==> config.mk <==
export PLATFORM = sky130hd
export DESIGN_NAME = kcts_ram
export DESIGN_NICKNAME = d
export VERILOG_FILES = /design/src/rtl/keyed_compacting_table_sweep_assert.svh /design/src/rtl/kcts_ram.sv
export SDC_FILE = /design/constraint.sdc
export NUM_CORES = 1
export LEC_CHECK = 0
export ABC_AREA = 1
export BUFFER_PORTS_ARGS = -buffer_cell sky130_fd_sc_hd__buf_2
export CORE_MARGIN = 2
export CORE_UTILIZATION = 38
export CTS_CLUSTER_DIAMETER = 120
export DETAILED_ROUTE_END_ITERATION = 6
export GPL_ROUTABILITY_DRIVEN = 0
export HOLD_SLACK_MARGIN = 0.12
export PLACE_DENSITY = 0.65
export SLEW_MARGIN = 20
export SYNTH_ARGS = -nofsm -noshare
export SYNTH_HDL_FRONTEND = slang
export SYNTH_SLANG_ARGS = --single-unit
==> constraint.sdc <==
create_clock -name clock -period 1.13 [get_ports clock]
set_input_delay 0.1695 -clock clock [delete_from_list [all_inputs] [get_ports clock]]
set_output_delay 0.1695 -clock clock [all_outputs]
set_load 0.02 [all_outputs]
==> src/rtl/keyed_compacting_table_sweep_assert.svh <==
// ----------------------------------------------------------------------------
// Assertion macros for the keyed compacting table
// Implication checks sampled on the block clock, disabled in reset.
// ----------------------------------------------------------------------------
`ifndef KEYED_COMPACTING_TABLE_SWEEP_ASSERT_SVH
`define KEYED_COMPACTING_TABLE_SWEEP_ASSERT_SVH

// same-cycle implication
`define KCTS_ASSERT_IMPL(label, ante, cons) \
   label: assert property (@(posedge clock) disable iff (reset) (ante) |-> (cons)) \
      else $error("keyed table assertion failed");

// next-cycle implication
`define KCTS_ASSERT_NEXT(label, ante, cons) \
   label: assert property (@(posedge clock) disable iff (reset) (ante) |=> (cons)) \
      else $error("keyed table assertion failed");

`endif

==> src/rtl/kcts_ram.sv <==
// ----------------------------------------------------------------------------
// kcts_ram
// Generic simple dual-port RAM, one write and one registered read port.
// ----------------------------------------------------------------------------
module kcts_ram #(
   parameter int WIDTH = 8,
   parameter int DEPTH = 32,
   parameter int AW    = 5
) (
   input  logic             clock,
   input  logic             wr_en,
   input  logic [AW-1:0]    wr_addr,
   input  logic [WIDTH-1:0] wr_data,
   input  logic [AW-1:0]    rd_addr,
   output logic [WIDTH-1:0] rd_data
);

   logic [WIDTH-1:0] mem [DEPTH];

   always_ff @(posedge clock) begin
      if (wr_en) begin
         mem[wr_addr] <= wr_data;
      end
      rd_data <= mem[rd_addr];
   end

endmodule

==> results_dict.tcl, run 1 <==
set metrics [dict create \
    status "finished with violations" \
    violated_checks "setup timing" \
    core.rowCount 61 \
    final_cell_mix "nand2_1, edfxtp_1, nand3_1, nand3_2, buf_4" \
    share_of_the_yosys_chip_area_belonging_to_registers_pct 72.75 \
    cts_post_setup_buffers_inserted 0 \
    power-per-cell-area_nw_per_um2 1632 \
    postRouteAntennaNets 0 \
    path_class "register to output pin" \
    drt-pass1-iter-count 6 \
    nFillCells 2484 \
    slew_headroom_pct 48.11 \
    timing.final.crit_share_pct 105.4 \
    grt_overflow_total 0 \
    core_um2 27860 \
    rsz_0062_raised_after_global_routing "yes" \
    ir_worst_vdd_mv 1.138 \
    cts.sink_count 264 \
    clock_latency_ns 0.54 \
    placedInstanceArea_um2 11690 \
    detail_route.wl_per_cell_um 18.67 \
    final_design_area_no_fill_um2 12980 \
    cts_tree "yes" \
    wl_met2_mm 12.79 \
    maxSlewViolCount 0 \
    die_x_um 172.5 \
    die_h_um 172.5 \
    cp-end-kind "output pin" \
    cap_viol_max_count 0 \
    clkSlewWorstSetupHoldPaths_ns 0.06 \
    grt_start_max_net_pins 44 \
    finalSetupViolations 8 \
    antenna_cells 0 \
    min_period_ns 1.191 \
    initial_antenna_violation_count 0 \
    fin_nets 1017 \
    yosys_warnings 0 \
    cpLargestDelayFamily "flip-flops" \
    clock_tree.root_cell "clkbuf_16" \
    placedCellCount 1344 \
    drive_above_1_share_pct 22.74 \
    post_layout_nonfiller_instances 1394 \
    vias 7034 \
    fin_skew_ns 0.007081 \
    synth.ff_latch_count 264 \
    grt_util_all_layers_pct 17.83 \
    synth.net_count 942 \
    syn-mean-instance-area_um2 11.70 \
    top_level_ports 28 \
    fmax_mhz 839.5 \
    postRouteWirelength_mm 26.02 \
    number_of_buffers_inserted_by_port_buffering 27 \
    route.detailed.drc 0 \
    hold_crit_path_type "input pin to register" \
    crit_buf_inv 1 \
    seq_area_um2 7860 \
    cpPeakStageDelay_ns 0.36 \
    layout-area-overhead-vs-synth_pct 20.32 \
    routed_via_density 5.046 \
    dp_hpwl_mm 15.87 \
    ys_types 12 \
    cp-start-kind "register" \
    fin_ws_ns -0.06121 \
    final_report_hold_violation_count 0 \
    synth_cells 922 \
    htree_num_levels 1 \
    global_route_wire_length_before_repair_mm 40.13 \
    grt_pass1_vias 6822 \
    max_slew.worst_pin.slew_ns 0.7784 \
    wl_met1_mm 11.45 \
    multi_input_area_um2 2853 \
    fp.dieArea_um2 29750 \
    initial_cell_density_of_the_core_pct 38.72 \
    critPathMaxFanout 1 \
    cts_inserted_buffers 28 \
    cp.arrival_ns 1.02 \
    drt_first_iter_violations 653 \
    highest-signal-layer "met4" \
    dr_wl_met3_mm 1.421 \
    netlist_area_um2 10790 \
    timing.critical_path.cells "buf_6" \
    crit_slowest_cell "dfxtp_4" \
    worst-endpoint-required_ns 0.96 \
    layout_commonest_cell "nand2_1" \
    total_leakage_power_nw 4.859 \
    clock_path_buffers 3 \
]
-- registers in the layout, summed over array words and instances (netlist names) --
name and cells:
mem 256, rd_data 8
-- routing by layer --
metal | GRT usage, % | vias up
met5 | 0 | -
met4 | 4.019 | 0
met3 | 2.014 | 31
met2 | 29.72 | 210
met1 | 25.22 | 3437
li1 | - | 3356
-- per-stage QoR --
stage               util, %  hold WS, ns  setup WS (ns)  power [mW]  TNS [ns]
finish                46.59       0.2005       -0.06121       21.18   -0.2770
detailed placement    41.96       0.5342        -0.4145       12.61    -27.88
floorplan                 -       0.2684       -0.07353       11.95    -15.69
global route          46.59       0.2265       -0.07319       21.84   -0.6123
global placement      41.96       0.5299        -0.3746       12.58    -22.82
CTS                   45.42       0.2013       -0.08009       21.22   -0.4165
-- worst paths after layout --
kind,slack (ns),cells past startpoint,from,to
max,-0.06,1,rd_data[3]$_DFF_P_,rd_data[3]
min,0.20,1,wr_data[6],mem[28][6]$_DFFE_PP_
max reg2reg,0.04,8,mem[12][4]$_DFFE_PP_,rd_data[4]$_DFF_P_
min reg2reg,0.76,8,mem[18][5]$_DFFE_PP_,rd_data[5]$_DFF_P_
-- final cells by class --
type / count / share of cell area (%)
inverters: 10 / 0.3085
clock buffers: 32 / 5.678
multi-input cells: 596 / 21.98
repair buffers: 97 / 6.864
flip-flops and latches: 264 / 60.56
clock inverters: 17 / 0.9640
well taps: 378 / 3.644
-- logic make-up after synthesis --
| group | share of synthesized area, % |
|---|---|
| simple gates | 23.11 |
| flops | 72.75 |
| buf+inv | 4.141 |
-- Yosys cell counts --
library cell / number / area (um^2)
nand2_1: 360 / 1351
edfxtp_1: 256 / 7687
nand3_1: 204 / 1021
nor2_1: 32 / 120.1
buf_6: 24 / 270.3
buf_2: 15 / 75.07
dfxtp_1: 8 / 160.2
inv_1: 8 / 30.03
clkbuf_1: 7 / 26.28
buf_4: 4 / 30.03
buf_1: 2 / 7.510
inv_2: 2 / 7.510
-- repair_timing --
action	4_1_cts	5_1_grt
pin swaps	2	29
endpoints found under the hold margin	8	0
resized for setup	34	76
hold buffers	1	0
endpoints found under the setup margin	13	16
-- worst reg2reg max path: stages (launching register included) --
cell and delay (ns):
edfxtp_1 0.37, nand2_1 0.10, nand3_2 0.10, nand3_2 0.10, nand2_2 0.06, nand2_2 0.08
nand2_2 0.05, nand2_1 0.06, nand2_1 0.06
-- where the power goes --
group / switching (mW) / leakage [nW] / internal [mW] / total (mW)
clock network: 3.55 / 0.429 / 5.07 / 8.62
registers: 0.0568 / 2.37 / 10.9 / 11.0
logic: 1.08 / 2.05 / 0.532 / 1.61
total: 4.69 / 4.86 / 16.5 / 21.2
Note: power is estimated with default switching activity, not from simulation.
==> inputs of run 2 (changes only) <==
--- a/config.mk
+++ b/config.mk
@@ -9,6 +9,7 @@
 export BUFFER_PORTS_ARGS = -buffer_cell sky130_fd_sc_hd__buf_2
 export CORE_MARGIN = 2
 export CORE_UTILIZATION = 38
+export CTS_BUF_LIST = sky130_fd_sc_hd__clkbuf_16
 export CTS_CLUSTER_DIAMETER = 120
 export DETAILED_ROUTE_END_ITERATION = 6
 export GPL_ROUTABILITY_DRIVEN = 0
@@ -18,3 +19,4 @@
 export SYNTH_ARGS = -nofsm -noshare
 export SYNTH_HDL_FRONTEND = slang
 export SYNTH_SLANG_ARGS = --single-unit
+export TNS_END_PERCENT = 100
==> run 2 against run 1 <==
  * The flow still finishes with violations (setup timing)
  * Combinational power hardly changed
  * Register-to-register slack is essentially flat
  * Clock power about the same
  * Worst setup slack barely moved
  * Clock skew about the same
  * Design area stayed put
  * Critical path type unchanged
  * Global-route usage is the same
==> results_dict.tcl, run 2 (synthesis results as in run 1) <==
set metrics [dict create \
    largest-register "mem" \
    core.rowCount 61 \
    critPathMaxFanout 1 \
    fp.dieArea_um2 29750 \
    grt_pass1_vias 6822 \
    final_cell_mix "nand2_1, edfxtp_1, nand3_1, nand3_2, buf_4" \
    initial_cell_density_of_the_core_pct 38.72 \
    timing.final.crit_share_pct 105.4 \
    cts_inserted_buffers 28 \
    clock_path_buffers 3 \
    fin_skew_ns 0.006941 \
    worst-endpoint-required_ns 0.96 \
    timing.critical_path.cells "buf_6" \
    min_period_ns 1.191 \
    dp_hpwl_mm 15.87 \
    cap_viol_max_count 0 \
    cpLargestDelayFamily "flip-flops" \
    core_um2 27860 \
    fin_ws_ns -0.06104 \
    grt_overflow_total 0 \
    maxSlewViolCount 0 \
    crit_slowest_cell "dfxtp_4" \
    fin_worst_hold_slack_ns 0.2005 \
    grt_util_all_layers_pct 17.83 \
    cts.sink_count 264 \
    drt_first_iter_violations 654 \
    number_of_buffers_inserted_by_port_buffering 27 \
    layout-area-overhead-vs-synth_pct 20.32 \
    die_h_um 172.5 \
    hold_crit_path_type "input pin to register" \
    clock_tree.root_cell "clkbuf_16" \
    finalSetupViolations 8 \
    biggestRegsByFlops "mem (256), rd_data (8)" \
    cts_tree "yes" \
    routed_via_density 5.045 \
    cp-start-kind "register" \
    fmax_mhz 839.6 \
    cts_post_setup_buffers_inserted 0 \
    status "finished with violations" \
    final_report_hold_violation_count 0 \
    global_route_wire_length_before_repair_mm 40.13 \
    rsz_0062_raised_after_global_routing "yes" \
    nFillCells 2484 \
    grt_start_max_net_pins 44 \
    placedCellCount 1344 \
    drt-pass1-iter-count 6 \
    die_x_um 172.5 \
    postRouteAntennaNets 0 \
    largest_reg_flops 256 \
    cp-end-kind "output pin" \
    initial_antenna_violation_count 0 \
    route.detailed.drc 0 \
    postRouteWirelength_mm 26.03 \
    layout_commonest_cell "nand2_1" \
    cp.arrival_ns 1.02 \
    slew_headroom_pct 48.08 \
    fin_nets 1017 \
    htree_num_levels 1 \
    detail_route.wl_per_cell_um 18.67 \
    crit_buf_inv 1 \
    antenna_cells 0 \
    clkSlewWorstSetupHoldPaths_ns 0.06 \
    ir_worst_vdd_mv 1.138 \
    drive_above_1_share_pct 22.74 \
    cpPeakStageDelay_ns 0.36 \
    power-per-cell-area_nw_per_um2 1630 \
    total_leakage_power_nw 4.871 \
    max_slew.worst_pin.slew_ns 0.7788 \
    vias 7033 \
    multi_input_area_um2 2853 \
    path_class "register to output pin" \
    seq_area_um2 7860 \
    post_layout_nonfiller_instances 1394 \
    clock_latency_ns 0.54 \
    violated_checks "setup timing" \
    top_level_ports 28 \
]
==> run 2: cell count changes in the layout (fill, tap and decap cells not counted) <==
cell      change
clkbuf_1      -3
inv_1         +3
==> run 2: area by class of cell <==
cell class                 count  area share [%]
clock buffer                  29           5.591
timing repair buffer          97           6.864
multi-input combinational    596           21.98
tap                          378           3.644
clock inverter                20           1.051
sequential                   264           60.56
inverter                      10          0.3085
==> run 2: power by group <==
group / total, mW / switching [mW] / internal [mW]
registers: 11.0 / 0.0569 / 10.9
clock network: 8.59 / 3.55 / 5.04
logic: 1.61 / 1.08 / 0.532
==> run 2: metrics by stage <==
| step | cell area [um^2] | power [mW] | utilization (%) | TNS (ns) | setup slack (ns) |
|---|---|---|---|---|---|
| after CTS | 12650 | 21.20 | 45.42 | -0.4170 | -0.08009 |
| after global routing | 12980 | 21.82 | 46.59 | -0.6127 | -0.07319 |
| after global placement | 11690 | 12.58 | 41.96 | -22.82 | -0.3746 |
| after detailed placement | 11690 | 12.61 | 41.96 | -27.88 | -0.4145 |
| after floorplan | 10790 | 11.95 | - | -15.69 | -0.07353 |
| final | 12980 | 21.16 | 46.59 | -0.2764 | -0.06104 |
==> run 2: layer usage <==
| layer | vias up | wire [um] | GRT usage [%] | part of all wire, % |
|---|---|---|---|---|
| met1 | 3435 | 11450 | 25.22 | 44 |
| met2 | 213 | 12800 | 29.72 | 49 |
| li1 | 3356 | - | - | - |
| met4 | 0 | 350 | 4.019 | 1.3 |
| met3 | 29 | 1432 | 2.014 | 5.5 |
| met5 | - | 0 | 0 | 0 |
==> run 2: final timing paths <==
| check | from | endpoint | slack (ns) | depth (start not counted) |
|---|---|---|---|---|
| max | rd_data[3]$_DFF_P_ | rd_data[3] | -0.06 | 1 |
| min | wr_data[6] | mem[28][6]$_DFFE_PP_ | 0.20 | 1 |
| max reg2reg | mem[12][4]$_DFFE_PP_ | rd_data[4]$_DFF_P_ | 0.04 | 8 |
| min reg2reg | mem[18][5]$_DFFE_PP_ | rd_data[5]$_DFF_P_ | 0.76 | 8 |
==> run 2: what timing repair did <==
action                     4_1_cts  5_1_grt
hold buffers                     1        0
resized for setup               34       76
pin swaps                        2       29
hold endpoints to repair         8        0
setup endpoints to repair       13       16
==> inputs of run 3 (changes only) <==
--- a/config.mk
+++ b/config.mk
@@ -7,7 +7,6 @@
 export LEC_CHECK = 0
 export ABC_AREA = 1
 export BUFFER_PORTS_ARGS = -buffer_cell sky130_fd_sc_hd__buf_2
-export CORE_MARGIN = 2
 export CORE_UTILIZATION = 38
 export CTS_BUF_LIST = sky130_fd_sc_hd__clkbuf_16
 export CTS_CLUSTER_DIAMETER = 120
==> run 3 against run 2 <==
  * The flow still finishes with violations (setup timing)
  * Design area decreased by 1.8%
  * Worst setup slack gained 0.0067 ns
  * Hold slack worse by 0.0028 ns
  * Highest routed layer unchanged
  * Flip-flop and latch count did not move
  * Critical path depth is the same
  * Sequential power about the same
  * Power shrank 3.6%
  * Die area fell by 2.3%
  * Combinational power shrank 3%
  * Via count about the same
  * First-iteration DRC count rose by 0.46%
==> results_dict.tcl, run 3 (synthesis results as in run 1) <==
set metrics [dict create \
    die_h_um 170.5 \
    number_of_buffers_inserted_by_port_buffering 27 \
    largest-register "mem" \
    global_route_wire_length_before_repair_mm 39.78 \
    initial_cell_density_of_the_core_pct 38.72 \
    core.rowCount 61 \
    status "finished with violations" \
    netSwitchingPower_mw 4.550 \
    detail_route.wl_per_cell_um 18.94 \
    clock_tree.root_cell "clkbuf_16" \
    min_period_ns 1.184 \
    nFillCells 2522 \
    cp-end-kind "output pin" \
    route.detailed.drc 0 \
    clkSlewWorstSetupHoldPaths_ns 0.06 \
    finalSetupViolations 7 \
    grt_start_max_net_pins 62 \
    worst-r2r-cell-count 8 \
    hold_crit_path_type "input pin to register" \
    crit_slowest_cell "dfxtp_4" \
    routed_via_density 5.088 \
    final_cell_mix "nand2_1, edfxtp_1, nand3_1, nand3_2, buf_4" \
    path_class "register to output pin" \
    violated_checks "setup timing" \
    holdPathStages 6 \
    grt_overflow_total 0 \
    layout-area-overhead-vs-synth_pct 18.21 \
    largest_reg_flops 256 \
    maxSlewViolCount 0 \
    fmax_mhz 844.4 \
    layout_commonest_cell "nand2_1" \
    crit_buf_inv 1 \
    timing.final.crit_share_pct 104.8 \
    power.share.clock_pct 38.6 \
    cpLargestDelayFamily "flip-flops" \
    final_report_hold_violation_count 0 \
    max_slew.worst_pin.slew_ns 0.8128 \
    grt_util_all_layers_pct 18.37 \
    ir_worst_vdd_mv 0.9828 \
    fin_skew_ns 0.01859 \
    total_leakage_power_nw 4.781 \
    clock_latency_ns 0.53 \
    setup-tns-final_ns -0.2140 \
    cts.sink_count 264 \
    worstSetupPathDepth 1 \
    fin_worst_hold_slack_ns 0.1977 \
    drive_above_1_share_pct 19.84 \
    cpPeakStageDelay_ns 0.36 \
    timing.critical_path.cells "buf_6" \
    internal_power_mw 15.84 \
    combinationalPowerShare_pct 7.7 \
    cap_viol_max_count 0 \
    clock_path_buffers 3 \
    cts_tree "yes" \
    fin_ws_ns -0.05434 \
    die_x_um 170.5 \
    fin_nets 1006 \
    drt_first_iter_violations 657 \
    switching_share_pct 22.31 \
    power-per-cell-area_nw_per_um2 1599 \
    critPathMaxFanout 1 \
    postRouteWirelength_mm 26.16 \
    htree_num_levels 1 \
    initial_antenna_violation_count 0 \
    antenna_cells 0 \
    grt_pass1_vias 6649 \
    fp.dieArea_um2 29060 \
    worst-endpoint-required_ns 0.96 \
    multi_input_area_um2 2795 \
    top_level_ports 28 \
    cp.arrival_ns 1.01 \
    dp_hpwl_mm 15.37 \
    cts_inserted_buffers 25 \
    biggestRegsByFlops "mem (256), rd_data (8)" \
    vias 7027 \
    slew_headroom_pct 45.81 \
    rsz_0062_raised_after_global_routing "yes" \
    postRouteAntennaNets 0 \
    core_um2 27860 \
    post-layout-total-power_mw 20.39 \
    drt-pass1-iter-count 7 \
    seq_area_um2 7863 \
    share_seq_of_total_power_pct 53.7 \
    cp-start-kind "register" \
]
==> run 3: changes by cell type in the layout (fill, tap and decap cells not counted), moves of 5 or more <==
cell and delta:
nand3_2 -5, buf_4 -7, nand2_1 +13, inv_1 +5, nand2_2 -13, nand3_1 +5
==> run 3: path summary, 6_finish.rpt <==
kind,start,slack (ns),end
max,rd_data[1]$_DFF_P_,-0.05,rd_data[1]
min,rd_addr[3],0.20,rd_data[5]$_DFF_P_
max reg2reg,mem[25][2]$_DFFE_PP_,0.02,rd_data[2]$_DFF_P_
min reg2reg,mem[0][3]$_DFFE_PP_,0.78,rd_data[3]$_DFF_P_
==> run 3: worst reg2reg max path: cells and delay by family, from the launching register on <==
family / cells / cell delay (ns)
DFF: 1 / 0.36
and+or+nand+nor: 8 / 0.64
==> run 3: what timing repair did <==
action / 4_1_cts / 5_1_grt
setup buffers: 0 / 0
pin swaps: 1 / 48
hold endpoints to repair: 8 / 0
gates cloned: 0 / 0
hold buffers: 1 / 0
setup endpoints to repair: 11 / 16
gates resized for setup: 32 / 61
==> run 3: layout make-up <==
type / count / share of cell area, %
repair buffers: 89 / 6.417
clock inverters: 19 / 1.070
multi-input cells: 596 / 21.92
flip-flops and latches: 264 / 61.66
well taps: 378 / 3.709
inverters: 10 / 0.3140
clock buffers: 25 / 4.906
==> run 3: per-stage QoR <==
step                cells  utilization (%)  instance area, um^2  setup WS, ns
finish               1381            45.77                12750      -0.05434
global route         1381            45.77                12750      -0.08003
CTS                  1381            44.79                12480      -0.06604
detailed placement   1336            41.70                11620       -0.3264
global placement     1336            41.70                11620       -0.3327
floorplan             922                -                10790      -0.07353
==> run 3: power by group through the flow <==
stage,clock [mW],sequential (mW),combinational (mW)
floorplan,0,11.2,0.785
detailed placement,0,11.1,1.43
finish,7.88,11.0,1.56
global route,8.32,11.0,1.71
global placement,0,11.1,1.41
CTS,7.99,11.0,1.48
==> run 3: routing by layer <==
layer	up-vias	track usage, %	part of all wire, %
met1	3407	26.73	44
li1	3323	-	-
met3	43	2.279	7.2
met5	-	0	0
met2	254	28.97	47
met4	0	5.014	1.9
